===== src/rtl/core/tbbt_pkg.sv =====
// tbbt_pkg: shared types and constants of the tempo / beat / bar tracker
// no dependencies; imported by the channel interfaces, tbbt_core and the top level

package tbbt_pkg;

  localparam int TEMPO_W     = 17;  // tempo in hundredths of bpm
  localparam int RATE_W      = 18;  // sample rate in hz
  localparam int COUNT_W     = 16;  // samples per advance
  localparam int PLAYHEAD_W  = 40;  // playhead in beats, q.8
  localparam int BAR_W       = 32;
  localparam int DIV_W       = 31;  // 6000 * rate fits in 31 bits
  localparam int CFG_INDEX_W = 1;
  localparam int CFG_WDATA_W = 18;

  localparam logic [TEMPO_W-1:0] TEMPO_RESET        = 17'd12000;
  localparam logic [RATE_W-1:0]  RATE_RESET         = 18'd48000;
  localparam logic [TEMPO_W-1:0] FALLBACK_CENTI_BPM = 17'd6000;
  // seconds per minute times hundredths per bpm
  localparam logic [DIV_W-1:0]   RATE_SCALE         = 31'd6000;

  localparam logic OP_REWIND = 1'b1;

  localparam logic [CFG_INDEX_W-1:0] CFG_TEMPO = 1'b0;
  localparam logic [CFG_INDEX_W-1:0] CFG_RATE  = 1'b1;

  typedef struct packed {
    logic [TEMPO_W-1:0] tempo_centi_bpm;
    logic [RATE_W-1:0]  sample_rate_hz;
  } tbbt_cfg_t;

  typedef struct packed {
    logic               op;
    logic [COUNT_W-1:0] sample_count;
  } tbbt_in_t;

  typedef struct packed {
    logic [PLAYHEAD_W-1:0] playhead_beats_q8;
    logic [1:0]            beat_in_bar;
    logic [BAR_W-1:0]      bar_number;
    logic                  beat_started;
    logic                  bar_started;
  } tbbt_out_t;

endpackage


===== src/rtl/core/tbbt_if.sv =====
// tbbt_in_if / tbbt_out_if: valid-ready channels of the tracker
// depends on tbbt_pkg for the payload structs

interface tbbt_in_if import tbbt_pkg::*; ();
  logic     valid;
  logic     ready;
  tbbt_in_t data;

  modport source (output valid, output data, input ready);
  modport sink   (input valid, input data, output ready);
endinterface

interface tbbt_out_if import tbbt_pkg::*; ();
  logic      valid;
  logic      ready;
  tbbt_out_t data;

  modport source (output valid, output data, input ready);
  modport sink   (input valid, input data, output ready);
endinterface


===== src/rtl/core/tbbt_alu.sv =====
// tbbt_alu: the one shared add / subtract unit of the tracker
// depends on nothing; carry out doubles as the a >= b flag when subtracting

module tbbt_alu #(
  parameter int WIDTH = 57
) (
  input  logic [WIDTH-1:0] a,
  input  logic [WIDTH-1:0] b,
  input  logic             sub,
  output logic [WIDTH-1:0] sum,
  output logic             carry
);

  logic [WIDTH:0] full;

  assign full  = {1'b0, a} + {1'b0, (sub ? ~b : b)} + (WIDTH+1)'(sub);
  assign sum   = full[WIDTH-1:0];
  assign carry = full[WIDTH];

endmodule


===== src/rtl/core/tbbt_core.sv =====
// tbbt_core: sequencer and datapath registers of the tracker
// depends on tbbt_pkg, tbbt_if and tbbt_alu (shift-add multiply, restoring divide)

module tbbt_core import tbbt_pkg::*; #(
  parameter int BEATS_PER_BAR = 4,
  parameter int POSITION_BITS = 40
) (
  input  logic       clk,
  input  logic       rst,
  input  tbbt_cfg_t  cfg,
  tbbt_in_if.sink    req,
  tbbt_out_if.source res
);

  localparam int SW   = POSITION_BITS + TEMPO_W;  // product width
  localparam int QW   = POSITION_BITS + 13;       // quotient bits worth computing
  localparam int BW   = QW - 8;                   // whole beats
  localparam int CW   = $clog2(QW);
  localparam int RB   = $clog2(BEATS_PER_BAR);
  localparam int BI_W = $clog2(TEMPO_W);

  typedef enum logic [2:0] {S_IDLE, S_ADD, S_MUL, S_DIV, S_FIN, S_OUT} state_t;

  state_t                   state;
  logic [POSITION_BITS-1:0] pos;
  logic                     started;
  logic [RB-1:0]            prior_beat;
  logic [BAR_W-1:0]         prior_bar;
  logic [COUNT_W-1:0]       count;
  logic [TEMPO_W-1:0]       bpm;
  logic [DIV_W-1:0]         divisor;
  logic [SW-1:0]            acc;
  logic [DIV_W-1:0]         rem;
  logic [QW-1:0]            quo;
  logic [BW-1:0]            bar_sr;
  logic [RB-1:0]            beat;
  logic [CW-1:0]            cnt;
  tbbt_out_t                res_data;

  logic [SW-1:0]    alu_a;
  logic [SW-1:0]    alu_b;
  logic             alu_sub;
  logic [SW-1:0]    alu_sum;
  logic             q_bit;
  logic [DIV_W:0]   div_t;
  logic [DIV_W-1:0] rate_scaled;
  logic [RB:0]      mod_m;
  logic             mod_ge;
  logic [RB:0]      mod_diff;
  logic [RB+1:0]    prior_wide;
  logic [RB+1:0]    beat_wide;
  logic [BAR_W-1:0] bar_sat;
  tbbt_out_t        fin_data;

  tbbt_alu #(.WIDTH(SW)) u_alu (
    .a     (alu_a),
    .b     (alu_b),
    .sub   (alu_sub),
    .sum   (alu_sum),
    .carry (q_bit)
  );

  assign div_t       = {rem, quo[QW-1]};
  assign rate_scaled = DIV_W'(cfg.sample_rate_hz) * RATE_SCALE;

  always_comb begin
    alu_a   = '0;
    alu_b   = '0;
    alu_sub = 1'b0;
    unique case (state)
      S_ADD: begin
        alu_a = SW'(pos);
        alu_b = SW'(count);
      end
      S_MUL: begin
        // msb-first shift-add over the tempo bits
        alu_a = {acc[SW-2:0], 1'b0};
        alu_b = bpm[cnt[BI_W-1:0]] ? SW'(pos) : '0;
      end
      S_DIV: begin
        alu_a   = SW'(div_t);
        alu_b   = SW'(divisor);
        alu_sub = 1'b1;
      end
      default: begin
      end
    endcase
  end

  // beats mod BEATS_PER_BAR, one quotient bit per step
  assign mod_m    = {beat, q_bit};
  assign mod_ge   = mod_m >= (RB+1)'(BEATS_PER_BAR);
  assign mod_diff = mod_m - (RB+1)'(BEATS_PER_BAR);

  assign prior_wide = (RB+2)'(prior_beat);
  assign beat_wide  = (RB+2)'(beat);
  assign bar_sat    = (|bar_sr[BW-1:BAR_W]) ? '1 : bar_sr[BAR_W-1:0];

  always_comb begin
    fin_data.playhead_beats_q8 = (|quo[QW-1:PLAYHEAD_W]) ? '1 : quo[PLAYHEAD_W-1:0];
    fin_data.beat_in_bar       = beat_wide[1:0];
    fin_data.bar_number        = bar_sat;
    fin_data.bar_started       = started && (bar_sat != prior_bar);
    fin_data.beat_started      = (started && (beat != prior_beat)) ||
                                 ((beat == '0) && (!started || (bar_sat != prior_bar)));
  end

  assign req.ready = (state == S_IDLE);
  assign res.valid = (state == S_OUT);
  assign res.data  = res_data;

  always_ff @(posedge clk) begin
    if (rst) begin
      state      <= S_IDLE;
      pos        <= '0;
      started    <= 1'b0;
      prior_beat <= '0;
      prior_bar  <= '0;
    end else begin
      unique case (state)
        S_IDLE: begin
          if (req.valid) begin
            count   <= req.data.sample_count;
            bpm     <= (cfg.tempo_centi_bpm == '0) ? FALLBACK_CENTI_BPM : cfg.tempo_centi_bpm;
            divisor <= rate_scaled;
            priority if (req.data.op == OP_REWIND) begin
              pos        <= '0;
              started    <= 1'b0;
              prior_beat <= '0;
              prior_bar  <= '0;
              res_data   <= '0;
              state      <= S_OUT;
            end else if (cfg.sample_rate_hz == '0) begin
              // stored beat and bar, playhead and flags zero
              res_data <= {{PLAYHEAD_W{1'b0}}, prior_wide[1:0], prior_bar, 2'b00};
              state    <= S_OUT;
            end else begin
              state <= S_ADD;
            end
          end
        end
        S_ADD: begin
          // saturating position update
          pos   <= alu_sum[POSITION_BITS] ? '1 : alu_sum[POSITION_BITS-1:0];
          acc   <= '0;
          cnt   <= CW'(TEMPO_W - 1);
          state <= S_MUL;
        end
        S_MUL: begin
          acc <= alu_sum;
          if (cnt == '0) begin
            // top 12 bits of product<<8 are below the smallest divisor
            rem    <= DIV_W'(alu_sum[SW-1:SW-12]);
            quo    <= {alu_sum[QW-9:0], 8'b0};
            beat   <= '0;
            cnt    <= CW'(QW - 1);
            state  <= S_DIV;
          end else begin
            cnt <= cnt - 1'b1;
          end
        end
        S_DIV: begin
          rem <= q_bit ? alu_sum[DIV_W-1:0] : div_t[DIV_W-1:0];
          quo <= {quo[QW-2:0], q_bit};
          if (cnt >= CW'(8)) begin
            beat   <= mod_ge ? mod_diff[RB-1:0] : mod_m[RB-1:0];
            bar_sr <= {bar_sr[BW-2:0], mod_ge};
          end
          if (cnt == '0) begin
            state <= S_FIN;
          end else begin
            cnt <= cnt - 1'b1;
          end
        end
        S_FIN: begin
          res_data   <= fin_data;
          started    <= 1'b1;
          prior_beat <= beat;
          prior_bar  <= bar_sat;
          state      <= S_OUT;
        end
        S_OUT: begin
          if (res.ready) begin
            state <= S_IDLE;
          end
        end
        default: begin
          state <= S_IDLE;
        end
      endcase
    end
  end

endmodule


===== src/rtl/core/tempo_beat_bar_tracker.sv =====
// tempo_beat_bar_tracker: 4/4 musical transport, top level
// depends on tbbt_pkg, tbbt_if, tbbt_alu and tbbt_core
//
// usage
//   cmd carries one request: op advance (add sample_count to the position) or
//   rewind (clear position, beat, bar). result returns exactly one item per
//   request: playhead in beats (q.8), beat in bar, bar number and the new-beat
//   and new-bar flags. cfg_we / cfg_index / cfg_wdata write the tempo
//   (hundredths of bpm, 0 = 60 bpm) and the sample rate; write only when idle.
//   an advance runs one position add, 17 shift-add multiply steps over the
//   tempo bits and POSITION_BITS + 13 restoring divide steps, all through the
//   one shared adder, then registers the result. rewind and a zero sample rate
//   skip the arithmetic and answer straight from idle.
//   a new request is not taken until the sequencer has handed off the last one.
//   cmd.ready is low while a request is in the sequencer, so one request is
//   at work at a time. the result sits in an output register; the sequencer
//   may take the next request while it waits, and only stalls when a second
//   result is ready and the register is still full.
//   reset (rst, synchronous): tempo 120.00 bpm, 48000 hz, position 0, no beat seen.

module tempo_beat_bar_tracker import tbbt_pkg::*; #(
  parameter int BEATS_PER_BAR = 4,
  parameter int POSITION_BITS = 40
) (
  input  logic                   clk,
  input  logic                   rst,
  input  logic                   cfg_we,
  input  logic [CFG_INDEX_W-1:0] cfg_index,
  input  logic [CFG_WDATA_W-1:0] cfg_wdata,
  tbbt_in_if.sink                cmd,
  tbbt_out_if.source             result
);

  tbbt_cfg_t cfg;
  logic      out_valid;
  tbbt_out_t out_data;

  tbbt_out_if core_res ();

  always_ff @(posedge clk) begin
    if (rst) begin
      cfg.tempo_centi_bpm <= TEMPO_RESET;
      cfg.sample_rate_hz  <= RATE_RESET;
    end else if (cfg_we) begin
      unique case (cfg_index)
        CFG_TEMPO: cfg.tempo_centi_bpm <= cfg_wdata[TEMPO_W-1:0];
        CFG_RATE:  cfg.sample_rate_hz  <= cfg_wdata[RATE_W-1:0];
      endcase
    end
  end

  tbbt_core #(
    .BEATS_PER_BAR (BEATS_PER_BAR),
    .POSITION_BITS (POSITION_BITS)
  ) u_core (
    .clk (clk),
    .rst (rst),
    .cfg (cfg),
    .req (cmd),
    .res (core_res)
  );

  // output register
  assign core_res.ready = !out_valid || result.ready;

  always_ff @(posedge clk) begin
    if (rst) begin
      out_valid <= 1'b0;
    end else if (core_res.valid && core_res.ready) begin
      out_valid <= 1'b1;
    end else if (result.ready) begin
      out_valid <= 1'b0;
    end
  end

  always_ff @(posedge clk) begin
    if (core_res.valid && core_res.ready) begin
      out_data <= core_res.data;
    end
  end

  assign result.valid = out_valid;
  assign result.data  = out_data;

  a_busy_after_accept: assert property (@(posedge clk) disable iff (rst)
    cmd.valid && cmd.ready |=> !cmd.ready)
    else $error("sequencer still ready right after taking a request");

  a_result_registered: assert property (@(posedge clk) disable iff (rst)
    core_res.valid && core_res.ready |=> result.valid)
    else $error("handed-off result not shown on the output");

  a_no_take_while_offering: assert property (@(posedge clk) disable iff (rst)
    core_res.valid |-> !cmd.ready)
    else $error("sequencer takes a request while offering a result");

endmodule

===== src/flat_wrapper.sv =====
// flat-port wrapper written by rule: the top's interface ports become plain ports
module tempo_beat_bar_tracker_flat import tbbt_pkg::*;
#(
  parameter int BEATS_PER_BAR = 4,
  parameter int POSITION_BITS = 40
)
  (clk, rst, cfg_we, cfg_index, cfg_wdata, cmd_valid, cmd_data, cmd_ready, result_valid, result_data, result_ready);
  tbbt_in_if cmd_i ();
  tbbt_out_if result_i ();
  input  logic clk;
  input  logic rst;
  input  logic cfg_we;
  input  logic [CFG_INDEX_W-1:0] cfg_index;
  input  logic [CFG_WDATA_W-1:0] cfg_wdata;
  input wire logic [$bits(cmd_i.valid)-1:0] cmd_valid;
  input wire logic [$bits(cmd_i.data)-1:0] cmd_data;
  output wire logic [$bits(cmd_i.ready)-1:0] cmd_ready;
  output wire logic [$bits(result_i.valid)-1:0] result_valid;
  output wire logic [$bits(result_i.data)-1:0] result_data;
  input wire logic [$bits(result_i.ready)-1:0] result_ready;
  assign cmd_i.valid = cmd_valid;
  assign cmd_i.data = cmd_data;
  assign cmd_ready = cmd_i.ready;
  assign result_valid = result_i.valid;
  assign result_data = result_i.data;
  assign result_i.ready = result_ready;
  tempo_beat_bar_tracker #(.BEATS_PER_BAR(BEATS_PER_BAR), .POSITION_BITS(POSITION_BITS)) u_core (.clk(clk), .rst(rst), .cfg_we(cfg_we), .cfg_index(cfg_index), .cfg_wdata(cfg_wdata), .cmd(cmd_i), .result(result_i));
endmodule

===== config.mk =====
export PLATFORM = sky130hd
export DESIGN_NAME = tempo_beat_bar_tracker_flat
export DESIGN_NICKNAME = d
export VERILOG_FILES = /design/src/rtl/core/tbbt_pkg.sv /design/src/rtl/core/tbbt_if.sv /design/src/rtl/core/tbbt_alu.sv /design/src/rtl/core/tbbt_core.sv /design/src/rtl/core/tempo_beat_bar_tracker.sv /design/src/flat_wrapper.sv
export SDC_FILE = /design/constraint.sdc
export NUM_CORES = 1
export LEC_CHECK = 0
export BUFFER_PORTS_ARGS = -buffer_cell sky130_fd_sc_hd__buf_2
export CORE_MARGIN = 2
export CORE_UTILIZATION = 60
export DETAILED_ROUTE_END_ITERATION = 10
export GPL_TIMING_DRIVEN = 0
export PLACE_DENSITY_LB_ADDON = 0.2
export SETUP_SLACK_MARGIN = 0.3
export SLEW_MARGIN = 40
export SYNTH_ARGS = -nofsm -noshare
export SYNTH_HDL_FRONTEND = slang
export SYNTH_SLANG_ARGS = --single-unit

===== constraint.sdc =====
create_clock -name clk -period 12.1 [get_ports clk]
set_input_delay 0 -clock clk [delete_from_list [all_inputs] [get_ports clk]]
set_output_delay 0 -clock clk [all_outputs]
set_load 0.005 [all_outputs]

==> results_dict.tcl, run 1 <==
set metrics [dict create \
    post-dp-hpwl_um 58400 \
    clk_latency_ns 0.62 \
    postCtsSetupRepairBufs 0 \
    worstPathArrival_ns 7.82 \
    yosys_register_bits 519 \
    skew_ns 0.0222 \
    p_leak_nw 13.1 \
    ir_drop_mv 0.193 \
    slowest_delay_ns 0.69 \
    final_cell_area_sq_um 32300 \
    rsz0062_at_grt "no" \
    io_pins 119 \
    clk_pin_slew_ns 0.07 \
    worst_pin_slew_ns 0.993 \
    dp.cells 3501 \
    synthAdderAreaFrac_pct 11.8 \
    grt.overflow.total 0 \
    cts_root_buf "clkbuf_16" \
    async_flop_share_pct 0 \
    layout.nets 3252 \
    start_kind "flop" \
    avgSynthCellArea_sq_um 10.4 \
    crit_chain "nand2b_1 > or2_2 > clkbuf_1 > a221oi_1 > clkbuf_1 > clkbuf_1 > a22oi_1 > a21oi_1 > a21oi_1 > ha_1 > clkbuf_2 > nand3_1 > nor4_1 > o21ai_0 > o211ai_1 > a21oi_1 > o31ai_1 > a21oi_1 > o21ai_0 > xnor2_1 > o21ai_0" \
    maxSlewHeadroom_pct 33.6 \
    routedWlPerCell_um 21.6 \
    netlist_area_sq_um 28400 \
    max_freq_ghz 0.134 \
    fp.dieH_um 221 \
    cts_inserted_buffers 52 \
    dpl_cell_area_sq_um 30100 \
    critPathRequiredTime_ns 12.46 \
    synth_ff_type "edfxtp_1" \
    core_sq_um 46600 \
    synth_top_family_by_area "simple AND/OR/NAND/NOR gates" \
    fin_setup_tns_ns 0 \
    start_util_pct 60.9 \
    yosysTopAreaCellShare_pct 42.9 \
    portBuffers 117 \
    crit_buf_inv 4 \
    setup_viol 0 \
    wl_um 78800 \
    fin_crit_ns 7.47 \
    drtIter0Drc 2263 \
    antenna_left 0 \
    yosysTopAreaCell "edfxtp_1" \
    power_density_nw_per_um2 216 \
    whs_ns 0.0786 \
    ff2ff_setup_slack_ns 4.63 \
    syn_inst 2737 \
    drt_first_pass_iters 8 \
    synthToLayoutAreaGrowth_pct 13.9 \
    status "finished clean" \
    drive_gt1_share_pct 11.2 \
    synth_xor_area_share_pct 3.45 \
    globalplace.congestion 0.969 \
    synth_fp_nets 2999 \
    clock_path_buffers 3 \
    std_cell_rows 79 \
    synthDistinctLibCells 76 \
    cts_tree "built" \
    synth_edf_count 405 \
    maxCapViolCount 0 \
    grt_pass1_vias 21241 \
    cp_max_fo 10 \
    critPathKind "flop to flop" \
    grt_use_total_pct 31.6 \
    final_max_slew_viol_count 0 \
    insertedDiodeCount 0 \
    vias_per_cell 6.08 \
    synth_area_leaders "edfxtp_1, dfxtp_1, ha_1, fa_1, nand2_1" \
    synth-compound-area-share_pct 13.2 \
    path_common_cell "a21oi_1" \
    dieWidth_um 221 \
    dieArea_sq_um 49000 \
    vias 22153 \
    power_mw 6.97 \
    hold_violations 0 \
    ys_seq_area_share_pct 50.9 \
    cp_top_family "compound AO/OA/AOI/OAI gates" \
    grt_pass1_wl_um 121000 \
    ys_warn_count 0 \
    fin_crit_sh_pct 61.7 \
    worst_setup_path_end_kind "flop" \
    yosys-mux-area-fraction_pct 2.64 \
    met2_usage_pct 49.6 \
    drc 0 \
    critical-path-slowest-cell "o31ai_1" \
    stdcell_count 3641 \
    n_fill_cell 3416 \
    top_usage_layer "met2" \
    antenna_found_initial 0 \
    ctsHtreeMaxLevel 2 \
    yosys.area_share.simple_pct 13.7 \
    grt_util_met3_pct 6.02 \
    min_path_type "input pin to flop" \
    use_met1_pct 44.6 \
    clock_sinks 519 \
    grt_start_max_net_pins 40 \
]
[kinds of logic (layout without fill, tap and decap cells)]
kind of cell	Yosys count	in the layout
AO/OA/AOI/OAI	611	611
XOR/XNOR	111	111
adder cells (fa/ha/maj)	221	221
buffers and inverters	312	609
flip-flops	519	519
multiplexers	71	71
AND/OR/NAND/NOR	892	892
[Yosys cell counts, types with 40 or more instances]
cell type,number
a21o_1,42
a21oi_1,243
a22oi_1,45
clkbuf_1,119
dfxtp_1,114
edfxtp_1,405
fa_1,79
ha_1,142
inv_1,157
mux2i_1,40
nand2_1,369
nor2_1,298
nor3_1,40
o21ai_0,142
xnor2_1,57
xor2_1,53
[area by class of cell]
cell class	count	area [sq um]	share of cell area [%]
Clock inverter	32	287	0.887
Sequential cell	519	14400	44.7
Inverter	158	593	1.84
Multi-Input combinational cell	1906	12800	39.5
Buffer	154	618	1.91
Tap cell	607	759	2.35
Timing Repair Buffer	199	1350	4.17
Clock buffer	66	1480	4.58
[path summary, 6_finish.rpt]
check                              from                endpoint  cells past startpoint
max              u_core.u_core.state[2]   u_core.u_core.quo[43]                     21
min                                 rst  u_core.u_core.state[2]                      3
max reg2reg      u_core.u_core.state[2]   u_core.u_core.quo[43]                     21
min reg2reg  u_core.u_core.res.data[12]  u_core.result.data[12]                      0
[sequential cells by signal, summed over array words and instances (netlist names)]
signal	cells
u_core.u_core.rem	31
u_core.u_core.bpm	17
u_core.u_core.prior_beat	2
u_core.u_core.cnt	6
u_core.u_core.beat	2
u_core.result.valid	1
u_core.u_core.state	3
u_core.u_core.bar_sr	45
u_core.cfg	35
u_core.u_core.started	1
u_core.u_core.res.data	76
u_core.u_core.acc	56
u_core.u_core.pos	40
u_core.u_core.prior_bar	32
u_core.u_core.quo	53
u_core.u_core.count	16
u_core.u_core.divisor	27
u_core.result.data	76
[through the flow]
stage	setup WS [ns]	util, %
2_1_floorplan	3.19	-
3_3_place_gp	0.0585	63.8
3_5_place_dp	5.10	64.7
4_1_cts	5.05	69.3
5_1_grt	4.44	69.4
6_report	4.63	69.4
[report_power, final]
part	switching, mW	internal (mW)	leakage (nW)	total (mW)
Sequential	0.195	2.40	4.67	2.60
Combinational	1.79	0.927	7.59	2.72
Clock	0.720	0.939	0.865	1.66
Total	2.70	4.27	13.1	6.97
[per-layer routing]
metal | vias up | part of all wire, %
li1 | 10109 | -
met1 | 10767 | 42
met2 | 1103 | 46
met3 | 174 | 9.3
met4 | 0 | 3.4
met5 | - | 0
[worst min-delay path: cells and delay by family]
kind                   cells  cell delay (ns)
AO/OA/AOI/OAI              2             0.21
buffers and inverters      1             0.43
[placed cells by master, fill, tap and decap left out, types with 40 or more instances in the layout]
master         netlist  final
mux2i_1             40     40
fa_1                79     79
a21o_1              42     42
a21oi_1            243    242
buf_2               10    150
nor2_1             298    298
o21ai_0            142    142
clkbuf_1           119    123
xnor2_1             57     56
nand2_1            369    369
dlygate4sd3_1        0     41
xor2_1              53     52
dfxtp_1            114    114
edfxtp_1           405    405
inv_1              157    157
clkbuf_16            0     56
a22oi_1             45     45
ha_1               142    142
[timing repair]
action	in CTS	in global routing
hold endpoints to repair	53	0
hold buffers	41	0
gates resized for setup	0	0
Note: power is estimated with default switching activity, not from simulation.
==> run 2, diff against run 1 <==
- ABC_AREA: unset -> 1
- CORE_UTILIZATION: 60 -> 57
- clock period: 12.1 -> 6.3 ns (I/O delays scaled with it)
==> run 2 against run 1 <==
- power rose by 96%
- worst setup slack worse by 4.1 ns
- clock power is 110% higher
- core utilization fell by 2.8 points
- sequential power is 97% higher
- clock skew is 0.037 ns higher
- cell count rose by 7.8%
- final area up 0.86%
- critical path depth is 1 lower
==> results_dict.tcl, run 2 <==
set metrics [dict create \
    status "finished clean" \
    setup_slack_ns 0.552 \
    cts_inserted_buffers 55 \
    power_mw 13.7 \
    core_sq_um 49000 \
    hold_violations 0 \
    skew_ns 0.0595 \
    fin_setup_tns_ns 0 \
    routedWlPerCell_um 20.1 \
    yosys_register_bits 519 \
    whs_ns 0.0524 \
    fin_crit_sh_pct 91.2 \
    drive_gt1_share_pct 9.87 \
    dieWidth_um 227 \
    yosys-top-cells-count "nand2_1, edfxtp_1, inv_1" \
    insertedDiodeCount 0 \
    portBuffers 116 \
    dpl_cell_area_sq_um 30100 \
    dieArea_sq_um 51400 \
    fp.dieH_um 227 \
    antenna_found_initial 0 \
    final_common_cell "nand2_1" \
    worst_setup_path_end_kind "flop" \
    clock_sinks 519 \
    maxSlewHeadroom_pct 39.4 \
    synth_fp_nets 3224 \
    start_kind "flop" \
    worst_pin_slew_ns 0.908 \
    final_cell_mix "nand2_1, edfxtp_1, inv_1, nor2_1, a21oi_1" \
    final_max_slew_viol_count 0 \
    clock_path_buffers 3 \
    worstPathArrival_ns 6.11 \
    synth_edf_count 405 \
    critPathKind "flop to flop" \
    crit_chain "inv_2 > nor3_2 > clkbuf_1 > buf_1 > nand2_1 > o211ai_1 > ha_1 > a21oi_1 > o21ai_1 > nand2_1 > nand2_1 > a21boi_2 > o21ai_0 > a21boi_1 > o21ai_1 > nand3_1 > o311ai_0 > or2_2 > nand3_1 > o21ai_1" \
    synthToLayoutAreaGrowth_pct 15.3 \
    grt_pass1_wl_um 122000 \
    drt_first_pass_iters 7 \
    place_ws_ns 0.307 \
    yosysTopAreaCellShare_pct 43.1 \
    clk_latency_ns 0.64 \
    fin_util_pct 66.5 \
    post-dp-hpwl_um 60100 \
    power_density_nw_per_um2 420 \
    min_path_type "input pin to flop" \
    ys_seq_area_share_pct 51.1 \
    drtIter0Drc 2249 \
    rsz0062_at_grt "no" \
    synth_area_leaders "edfxtp_1, nand2_1, dfxtp_1, ha_1, fa_1" \
    slowest_delay_ns 0.69 \
    grt_use_total_pct 31.2 \
    start_util_pct 57.7 \
    setup_viol 0 \
    p_leak_nw 13.6 \
    cts_root_buf "clkbuf_16" \
    ir_drop_mv 0.251 \
    yosysTopAreaCell "edfxtp_1" \
    grt_start_max_net_pins 27 \
    vias_per_cell 5.68 \
    grt.overflow.total 0 \
    io_pins 119 \
    netlist_area_sq_um 28200 \
    clk_pin_slew_ns 0.06 \
    layout.nets 3477 \
    ys_warn_count 0 \
    antenna_left 0 \
    grt_pass1_vias 22041 \
    fin_crit_ns 5.75 \
    vias 22315 \
    std_cell_rows 81 \
    maxCapViolCount 0 \
    critical-path-slowest-cell "buf_1" \
    yosysMostFrequentCell "nand2_1" \
    drc 0 \
    cp_top_family "compound AO/OA/AOI/OAI gates" \
    max_freq_ghz 0.174 \
    wl_um 78900 \
    synthDistinctLibCells 57 \
    stdcell_count 3926 \
    dp.cells 3771 \
    syn_inst 2962 \
    cp_max_fo 10 \
    postCtsSetupRepairBufs 0 \
    ctsHtreeMaxLevel 2 \
    async_flop_share_pct 0 \
    synth_ff_type "edfxtp_1" \
    cts_tree "built" \
    final_cell_area_sq_um 32600 \
    globalplace.congestion 0.922 \
    avgSynthCellArea_sq_um 9.54 \
    critPathRequiredTime_ns 6.66 \
    crit_buf_inv 3 \
]
==> run 2: report_power, final <==
part / switching [mW] / internal (mW)
Combinational: 3.42 / 1.69
Clock: 1.38 / 2.05
Sequential: 0.364 / 4.77
==> run 2: metal layers <==
layer  track usage, %  vias to the layer above  wire length [um]
li1                 -                    10470                 -
met1             41.9                    10759             32600
met2             50.8                      909             37000
met3             5.25                      177              6300
met4             11.8                        0              2970
met5                0                        -                 0
==> run 2: what timing repair did <==
| action | CTS | global route |
|---|---|---|
| hold endpoints to repair | 66 | 0 |
| hold buffers | 51 | 0 |
| setup endpoints to repair | 3 | 43 |
| gates resized for setup | 1 | 6 |
==> run 2: worst paths after layout <==
path	start	end	slack, ns	cells after the start
worst max register to register	u_core.u_core.state[0]	u_core.u_core.rem[11]	0.55	20
worst min-delay path	cfg_index	u_core.cfg[23]	0.05	4
worst min register to register	u_core.u_core.res.data[43]	u_core.result.data[43]	0.38	0
worst max-delay path	u_core.u_core.state[0]	u_core.u_core.rem[11]	0.55	20
==> run 2: final cells by class <==
| cell class | count | area (sq um) |
|---|---|---|
| Fill cell | 3927 | 16400 |
| Sequential cell | 519 | 14400 |
| Multi-Input combinational cell | 1949 | 12000 |
| Clock buffer | 77 | 1550 |
| Timing Repair Buffer | 196 | 1470 |
| Inverter | 373 | 1400 |
| Tap cell | 664 | 831 |
| Buffer | 121 | 507 |
| Clock inverter | 27 | 385 |
==> run 2: kinds of logic after synthesis <==
kind of cell	count (synthesis)	share of synthesized area, %
AO/OA/AOI/OAI	570	11.6
XOR/XNOR	100	3.13
adder cells (fa/ha/maj)	221	11.9
buffers and inverters	494	6.73
flip-flops	519	51.1
AND/OR/NAND/NOR	1058	15.5
==> run 2: worst register-to-register path: cells and delay by family, from the launching register on <==
family / cells / cell delay (ns)
and+or+nand+nor: 7 / 1.50
DFF: 1 / 0.45
adders and majority gates: 1 / 0.32
buffers and inverters: 3 / 1.30
AOI/OAI and AO/OA: 9 / 1.91
